[src/design/pss_pkg.sv]
package pss_pkg;

  localparam int POS_FRAC_BITS  = 16;
  localparam int UNIT_FRAC_BITS = 14;

  localparam int PW    = 32;   // position width
  localparam int UW    = 16;   // unit vector component width
  localparam int CFG_W = 24;
  localparam int DT_W  = 20;
  localparam int VW    = 34;   // working vector component width
  localparam int AW    = 40;   // wide accumulate width for integration
  localparam int THR_W = 8;

  localparam logic [UW-1:0] UNIT_ONE = UW'(1 << UNIT_FRAC_BITS);

  localparam longint unsigned SPEED_EPS_SQ =
    ((64'd1 << (2 * POS_FRAC_BITS)) + 64'd50000000) / 64'd100000000;
  localparam longint unsigned RIGHT_EPS_SQ =
    ((64'd1 << (2 * UNIT_FRAC_BITS)) + 64'd50000000) / 64'd100000000;

  localparam logic [CFG_W-1:0] CHASE_RST = 24'd1310720;
  localparam logic [CFG_W-1:0] STEER_RST = 24'd655360;

  // register indexes
  localparam logic CFG_CHASE = 1'b0;
  localparam logic CFG_STEER = 1'b1;

  typedef logic signed [VW-1:0] vw_t;

  typedef enum logic [2:0] {
    SRC_D,
    SRC_STEER,
    SRC_VEL,
    SRC_FWD,
    SRC_RT
  } src_e;

  typedef struct packed {
    logic       vu_start;
    src_e       src;
    logic       load_in;
    logic       wb_des;
    logic       wb_steer;
    logic       mdt_vel;
    logic       wb_vel;
    logic       mdt_pos;
    logic       wb_fwd;
    logic       wb_right;
    logic       calc_up;
    logic       load_out;
    logic [1:0] idx;
  } cmd_t;

  typedef struct packed {
    logic vu_busy;
    logic vu_done;
    logic out_free;
  } sts_t;

endpackage

[src/design/pss_ctrl.sv]
module pss_ctrl (
  input  logic          clk_i,
  input  logic          rst_ni,
  input  logic          in_valid_i,
  output logic          in_ready_o,
  input  pss_pkg::sts_t sts_i,
  output pss_pkg::cmd_t cmd_o
);

  localparam logic [3:0] C_IDLE = 4'd0;
  localparam logic [3:0] C_DES  = 4'd1;
  localparam logic [3:0] C_WDES = 4'd2;
  localparam logic [3:0] C_STR  = 4'd3;
  localparam logic [3:0] C_WSTR = 4'd4;
  localparam logic [3:0] C_MDT  = 4'd5;
  localparam logic [3:0] C_VEL  = 4'd6;
  localparam logic [3:0] C_WVEL = 4'd7;
  localparam logic [3:0] C_POS  = 4'd8;
  localparam logic [3:0] C_FWD  = 4'd9;
  localparam logic [3:0] C_WFWD = 4'd10;
  localparam logic [3:0] C_RT   = 4'd11;
  localparam logic [3:0] C_WRT  = 4'd12;
  localparam logic [3:0] C_UP   = 4'd13;
  localparam logic [3:0] C_OUT  = 4'd14;

  logic [3:0] state_q, state_d;
  logic [1:0] idx_q, idx_d;

  always_comb begin
    state_d = state_q;
    idx_d   = idx_q;
    cmd_o   = '0;
    cmd_o.src = pss_pkg::SRC_D;
    cmd_o.idx = idx_q;
    case (state_q)
      C_IDLE: begin
        if (in_valid_i) begin
          cmd_o.load_in = 1'b1;
          state_d = C_DES;
        end
      end
      C_DES: begin
        cmd_o.vu_start = 1'b1;
        state_d = C_WDES;
      end
      C_WDES: begin
        if (sts_i.vu_done) begin
          cmd_o.wb_des = 1'b1;
          state_d = C_STR;
        end
      end
      C_STR: begin
        cmd_o.vu_start = 1'b1;
        cmd_o.src = pss_pkg::SRC_STEER;
        state_d = C_WSTR;
      end
      C_WSTR: begin
        if (sts_i.vu_done) begin
          cmd_o.wb_steer = 1'b1;
          idx_d = 2'd0;
          state_d = C_MDT;
        end
      end
      C_MDT: begin
        cmd_o.mdt_vel = 1'b1;
        idx_d = idx_q + 2'd1;
        if (idx_q == 2'd2) state_d = C_VEL;
      end
      C_VEL: begin
        cmd_o.vu_start = 1'b1;
        cmd_o.src = pss_pkg::SRC_VEL;
        state_d = C_WVEL;
      end
      C_WVEL: begin
        if (sts_i.vu_done) begin
          cmd_o.wb_vel = 1'b1;
          idx_d = 2'd0;
          state_d = C_POS;
        end
      end
      C_POS: begin
        cmd_o.mdt_pos = 1'b1;
        idx_d = idx_q + 2'd1;
        if (idx_q == 2'd2) state_d = C_FWD;
      end
      C_FWD: begin
        cmd_o.vu_start = 1'b1;
        cmd_o.src = pss_pkg::SRC_FWD;
        state_d = C_WFWD;
      end
      C_WFWD: begin
        if (sts_i.vu_done) begin
          cmd_o.wb_fwd = 1'b1;
          state_d = C_RT;
        end
      end
      C_RT: begin
        cmd_o.vu_start = 1'b1;
        cmd_o.src = pss_pkg::SRC_RT;
        state_d = C_WRT;
      end
      C_WRT: begin
        if (sts_i.vu_done) begin
          cmd_o.wb_right = 1'b1;
          idx_d = 2'd0;
          state_d = C_UP;
        end
      end
      C_UP: begin
        cmd_o.calc_up = 1'b1;
        idx_d = idx_q + 2'd1;
        if (idx_q == 2'd2) state_d = C_OUT;
      end
      C_OUT: begin
        if (sts_i.out_free) begin
          cmd_o.load_out = 1'b1;
          state_d = C_IDLE;
        end
      end
      default: state_d = C_IDLE;
    endcase
  end

  always_ff @(posedge clk_i or negedge rst_ni) begin
    if (!rst_ni) begin
      state_q <= C_IDLE;
      idx_q   <= '0;
    end else begin
      state_q <= state_d;
      idx_q   <= idx_d;
    end
  end

  assign in_ready_o = state_q == C_IDLE;

endmodule

[config.mk]
export PLATFORM = sky130hd
export DESIGN_NAME = pss_ctrl
export DESIGN_NICKNAME = d
export VERILOG_FILES = /design/src/design/pss_pkg.sv /design/src/design/pss_ctrl.sv
export SDC_FILE = /design/constraint.sdc
export NUM_CORES = 1
export LEC_CHECK = 0
export BUFFER_PORTS_ARGS = -buffer_cell sky130_fd_sc_hd__buf_2
export CELL_PAD_IN_SITES_DETAIL_PLACEMENT = 1
export CELL_PAD_IN_SITES_GLOBAL_PLACEMENT = 1
export CORE_ASPECT_RATIO = 0.75
export CORE_MARGIN = 1
export CORE_UTILIZATION = 32
export CTS_BUF_LIST = sky130_fd_sc_hd__clkbuf_16
export CTS_CLUSTER_DIAMETER = 200
export DETAILED_ROUTE_END_ITERATION = 6
export PLACE_DENSITY = 0.76
export SLEW_MARGIN = 20
export SYNTH_ARGS = -nofsm -noshare
export SYNTH_HDL_FRONTEND = slang
export SYNTH_SLANG_ARGS = --single-unit
[constraint.sdc]
create_clock -name clk_i -period 1.8 [get_ports clk_i]
set_input_delay 0.36 -clock clk_i [delete_from_list [all_inputs] [get_ports clk_i]]
set_output_delay 0.36 -clock clk_i [all_outputs]
set_load 0.02 [all_outputs]
Word-level counts from Yosys, hierarchy flattened:

Index checks and enable logic that the tools add are counted.

* register bits: 6
* output and inout bits: 17
* word-level logic and storage cells: 64

* equality and inequality tests: 26
* mux-type cells: 28
* reductions and logical operators: 7
* add/sub/neg operators: 1

Operator list (number)
* 4-bit case mux with 15 select lines: 1
* 4-bit 2-to-1 mux: 10
* 4-bit equality test (second input constant): 7
* 2-bit inequality test (second input constant): 10
* 4-bit by 3-bit equality test with 1-bit output (second input constant): 4
* 1-bit 2-to-1 mux: 14
* 3-bit case mux with 4 select lines: 1
* 10-bit AND reduction: 1
* 4-bit by 2-bit equality test with 1-bit output (second input constant): 2
* 3-bit OR reduction: 2
* 5-bit OR reduction: 1
* 4-bit by 1-bit equality test with 1-bit output (second input constant): 1
* 4-bit logical NOT: 1
* 2-bit case mux with 2 select lines: 1
* 2-bit by 1-bit adder with 2-bit output (second input constant): 1
* 2-bit equality test (second input constant): 1
* 2-bit 2-to-1 mux: 1
* 2-bit by 1-bit inequality test with 1-bit output (second input constant): 1
* 2-bit AND reduction: 1
* 2-bit nonzero test: 1

Logic depth before layout (Yosys ltp):

Gate-level depths: netlist (run 1).

* depth after elaboration: 4
* gate-level depth with buffers: 6

Worst setup path after synthesis (run 1):

No wires, ideal clock.

* kind: reg2out
* start: register state_q[1]
* end: output port cmd_o[11] (netlist name)
* data arrival time: 1.703 ns
* cell stages (with the launch flop): 5
* path buffers: 2
* setup slack: -0.263 ns
* cell sequence: dfrtp_1 -> buf_2 -> buf_2 -> nor4_1 -> and2_1

RTL lines
* from (decl): RTL line pss_ctrl.sv:26 `logic [3:0] state_q, state_d;`
* from (signal assigned): RTL line pss_ctrl.sv:129 `state_q <= state_d;`
* to (decl): RTL line pss_ctrl.sv:7 `output pss_pkg::cmd_t cmd_o`

==> run summary, run 1 <==
Status - completed
Die Width - 51.8 um
Share of cells above drive strength 1 - 0.434
Average wire per standard cell - 15.6 um
Num rows - 13
Library cells used by synthesis - 33
Detailed-route wire length - 2110 um
Syn Nets - 90
Worst setup EP type - output pin
Core area - 0.00174 sq mm
Setup TNS - 0 ps
GRT overflow - 0
First-pass GRT wire length - 3150 um
Minimum clock period - 1730 ps
Die Footprint - 0.00204 sq mm
Sink Count - 6
Chip height - 39.4 um
Period Utilization, post-route - 0.959
I/O pin cnt - 23
Maxcap violations - 0
Finished Cell Area - 910 sq um
Required time of the worst setup path - 1440 ps
Non-filler cells, final - 135
Drt drc - 0
Worst-path fanout max - 10
Final nets - 122
Worst hold slack - 458 ps
Hold crit path type - in -> reg
CTS H-tree lvls - 1
Final setup vio count - 0
Clock slew at reported path FFs - 30 ps
Pwr Total - 1.89 mW
Detailed placement HPWL - 1450 um
Post-Syn Area - 596 sq um
CTS buffer count - 3
FF+latch count, synth - 6
Final Hold Viols - 0
Unrepaired setup endpoints after global routing - no
Detailed Routing Iterations Pass 1 - 4
Antenna cells - 0
Initial DRC count - 12
Initial antenna violation count - 0
VDD IR-drop max - 0.890 mV
Placed Cells - 127
Root buf cell - clkbuf_16
Initial Util - 0.342
Power per cell area - 2080 mW/mm^2
CTS tree - yes
Critical path class - reg -> out
Startpoint Class - register
Placed instance area - 763 sq um
Cell count after synthesis - 83
Least-Margin Pin Slew - 323 ps
Slew HR - 0.783
Critical path arrival - 1370 ps
Via density - 5.28
Number of global-route vias before repair - 686
Leak - 0.432 nW
Average cell area after synthesis - 7.18 sq um
Layout Skew - 1.93 ps
Most frequent cells in the layout - buf_2, nor2_1, buf_4
Area Growth Syn to Fin - 52.7%
Antenna Nets Post-Route - 0
Synthesis Warnings - 0
Gr usage total - 0.222
Final Max Slew Viols - 0
F_max - 0.580 GHz
Routed via count - 713
Worst-Skew Late Latency - 230 ps
Buffers added on ports - 21
CTS max path bufs - 2
Routability congestion estimate from global placement - 0.791
Commonest non-fill, non-tap cell in the layout - buf_2
Sequential area share after synthesis - 0.252
Largest net degree at the start of global routing - 16
-- flip-flops by register name, indices dropped and copies added, names as in the netlist --
name     count
idx_q        2
state_q      4
-- logic make-up after synthesis --
kind of cell               share of synthesized area
adders and majority gates                     0.0210
xor gates and xnor gates                      0.0147
and+or+nand+nor                                0.338
AOI/OAI and AO/OA                              0.290
buffers and inverters                         0.0840
DFF                                            0.252
-- metrics by stage --
stage / utilization / setup slack, ps
2_1_floorplan: - / 15.4
4_1_cts: 0.500 / 1.33
3_5_place_dp: 0.439 / 133
6_report: 0.523 / 74.7
3_3_place_gp: 0.439 / 184
5_1_grt: 0.523 / 13.2
-- cell type report --
| cell class | count | area, sq um |
|---|---|---|
| Multi-Input combinational cell | 66 | 428 |
| Fill cell | 230 | 831 |
| Timing Repair Buffer | 35 | 213 |
| Tap cell | 22 | 27.5 |
| Inverter | 3 | 11.3 |
| Clock buffer | 3 | 75.1 |
| Sequential cell | 6 | 155 |
-- report_power, final --
| part | switching [mW] | internal, mW | leakage, nW |
|---|---|---|---|
| sequential | 0.161 | 0.208 | 0.0692 |
| clock | 0.0724 | 0.285 | 0.0370 |
| combinational | 0.637 | 0.530 | 0.326 |
-- final timing paths --
check	cells past startpoint	slack, ps	startpoint	to
setup reg to reg	6	180	idx_q[0]	state_q[0]
hold / removal	3	460	in_valid_i	state_q[0]
min in group asynchronous	2	520	rst_ni	idx_q[1]
hold reg to reg	2	610	idx_q[1]	idx_q[1]
setup / recovery	5	70	state_q[1]	cmd_o[9]
max in group asynchronous	2	1120	rst_ni	state_q[2]
-- metal layers --
metal  global-route usage  vias to the layer above  part of all wire
li1                     -                      351                 -
met1                0.268                      345              0.48
met2                0.403                       15              0.49
met3               0.0349                        2             0.025
met4               0.0811                        0            0.0076
met5                    0                        -                 0
-- synthesized netlist by cell type (all sizes together) --
| cell type | number | area share |
|---|---|---|
| clkbuf | 1 | 0.0063 |
| o21a | 2 | 0.025 |
| or2b | 1 | 0.013 |
| dfrtp | 6 | 0.25 |
| buf | 7 | 0.059 |
| nand3b | 1 | 0.013 |
| and2 | 1 | 0.011 |
| a31oi | 1 | 0.011 |
| o32ai | 2 | 0.029 |
| a22o | 1 | 0.015 |
| o31a | 1 | 0.015 |
| nor3b | 1 | 0.013 |
| o211ai | 1 | 0.013 |
| inv | 3 | 0.019 |
| nand2b | 9 | 0.095 |
| o2bb2ai | 1 | 0.015 |
| xnor2 | 1 | 0.015 |
| nor2b | 2 | 0.021 |
| a21oi | 4 | 0.034 |
| nor3 | 3 | 0.025 |
| a211oi | 1 | 0.013 |
| ha | 1 | 0.021 |
| nand2 | 8 | 0.050 |
| nor2 | 14 | 0.088 |
| a21boi | 1 | 0.013 |
| nor4 | 1 | 0.011 |
| o41ai | 1 | 0.015 |
| o31ai | 2 | 0.025 |
| o22ai | 1 | 0.011 |
| o21ai | 2 | 0.017 |
| a221oi | 1 | 0.025 |
| a222oi | 1 | 0.017 |
-- timing repair --
action / CTS / global route
pin swaps: 0 / 0
resized for setup: 4 / 6
endpoints found under the hold margin: 6 / 0
hold buffers: 1 / 0
buffers inserted: 2 / 2
endpoints found under the setup margin: 7 / 9
-- worst max-delay path, cell delays in order, from the launching register on --
cell and delay, ps:
dfrtp_2 470, buf_4 190, nor2_2 120, nand2_1 80, nor2_1 100, buf_2 170
No activity file was read; power rests on OpenSTA's default activity.
==> inputs of run 2 (changes only) <==
==> constraint.sdc (replaced) <==
create_clock -name clk_i -period 1.8 [get_ports clk_i]
set_input_delay 0.36 -clock clk_i [delete_from_list [all_inputs] [get_ports clk_i]]
set_output_delay 0.36 -clock clk_i [all_outputs]
set_load 0.05 [all_outputs]
==> run 2 against run 1 <==
Cell count fell by 3.7%. Clock power rose by 5.6%. Clock-buffer cell count did not move. Hold slack improved by 34 ps. Global-route usage barely moved. Sequential cell count did not move. Wire length fell by 1.8%.
==> run summary, run 2 (synthesis gave the netlist of run 1 again) <==
Status - completed
Area Growth Syn to Fin - 60.1%
Die Footprint - 0.00204 sq mm
CTS tree - yes
Sink Count - 6
Clock slew at reported path FFs - 40 ps
Largest net degree at the start of global routing - 15
Via density - 5.48
Leak - 0.420 nW
Power per cell area - 2280 mW/mm^2
Final Max Slew Viols - 0
Pint - 1.02 mW
GRT overflow - 0
Combinational share of power - 0.662
Least-Margin Pin Slew - 315 ps
Routed via count - 713
Biggest register - state_q
CTS buffer count - 3
Buffers added on ports - 21
Critical path class - reg -> out
Initial antenna violation count - 0
Die Width - 51.8 um
Psw - 1.15 mW
Setup TNS - 0 ps
Detailed placement HPWL - 1450 um
Number of global-route vias before repair - 623
Share of cells above drive strength 1 - 0.472
CTS H-tree lvls - 1
Reg-to-reg endpoint - state_q[0]
Worst r2r path cells - 6
Minimum clock period - 1800 ps
Critical path arrival - 1440 ps
Most frequent cells in the layout - buf_2, nor2_1, buf_4
Core area - 0.00174 sq mm
Root buf cell - clkbuf_16
Hold crit path type - in -> async
Average wire per standard cell - 15.9 um
Final setup vio count - 0
Maxcap violations - 0
Non-filler cells, final - 130
Sequential share of power - 0.165
Worst setup EP type - output pin
Slew HR - 0.787
Commonest non-fill, non-tap cell in the layout - buf_2
Drt drc - 0
Gr usage total - 0.222
Clock power share - 0.173
Antenna Nets Post-Route - 0
Chip height - 39.4 um
Initial DRC count - 19
Num rows - 13
Setup Buffers After CTS - 0
Final nets - 117
PnR worst setup slack - 3.31 ps
Routability congestion estimate from global placement - 0.813
Worst-path fanout max - 13
Layout Skew - 1.60 ps
First-pass GRT wire length - 3070 um
Placed Cells - 126
Detailed Routing Iterations Pass 1 - 4
Dpl ws - 101 ps
Worst-Skew Late Latency - 230 ps
Biggest regs - state_q: 4 flops, idx_q: 2 flops
R2R Setup Slk - 220 ps
VDD IR-drop max - 1.23 mV
Max reg flops - 4
Sw Ratio - 0.529
Detailed-route wire length - 2070 um
R2r startpoint - idx_q[0]
Antenna cells - 0
CTS max path bufs - 2
Period Utilization, post-route - 0.998
Final Hold Viols - 0
Initial Util - 0.342
Startpoint Class - register
Layout filler cell count - 211
Required time of the worst setup path - 1440 ps
F_max - 0.557 GHz
I/O pin cnt - 23
Unrepaired setup endpoints after global routing - yes
[run 2: power by group through the flow]
stage	clock network (mW)	registers, mW	logic [mW]
after floorplan	0	0.301	1.06
after global placement	0	0.330	1.32
after detailed placement	0	0.334	1.35
after CTS	0.377	0.342	1.39
after global routing	0.386	0.381	1.53
final	0.377	0.359	1.44
[run 2: cell type report]
| cell class | instances | area, sq um | area share |
|---|---|---|---|
| clock buffers | 3 | 75.1 | 0.0787 |
| inverters | 3 | 11.3 | 0.0118 |
| multi-input cells | 66 | 473 | 0.496 |
| flip-flops and latches | 6 | 154 | 0.161 |
| well taps | 22 | 27.5 | 0.0289 |
| repair buffers | 30 | 213 | 0.223 |
[run 2: what timing repair did]
| action | 4_1_cts | 5_1_grt |
|---|---|---|
| hold buffers | 1 | 0 |
| gates resized for setup | 8 | 14 |
| pin swaps | 0 | 1 |
| endpoints found under the hold margin | 6 | 0 |
| endpoints found under the setup margin | 14 | 13 |
[run 2: per-layer routing]
metal,track usage,vias up,wire [um]
li1,-,347,-
met1,0.289,340,970
met2,0.344,21,972
met3,0.0698,5,93
met4,0.0811,0,33
met5,0,-,0
[run 2: worst max-delay path by stage]
stage	from	end	slack, ps	cells after the start
final	state_q[0]	cmd_o[4]	3	4
after global routing	state_q[0]	cmd_o[4]	-50	4
after CTS	state_q[1]	cmd_o[11]	7	4
after detailed placement	state_q[0]	cmd_o[7]	100	3
after global placement	state_q[0]	cmd_o[7]	100	3
after floorplan	state_q[1]	cmd_o[11]	-340	4
[run 2: metrics by stage]
step	area (sq um)	utilization	hold slack, ps	power, mW
floorplan	658	-	64.4	1.37
global placement	812	0.467	195	1.65
detailed placement	812	0.467	198	1.69
CTS	917	0.527	500	2.11
global route	953	0.548	517	2.30
finish	953	0.548	492	2.18
[run 2: critical path: stages (launching register included)]
cell	delay [ps]
dfrtp_2	500
nor2_1	190
nand2_1	110
nor2_2	130
clkbuf_4	250
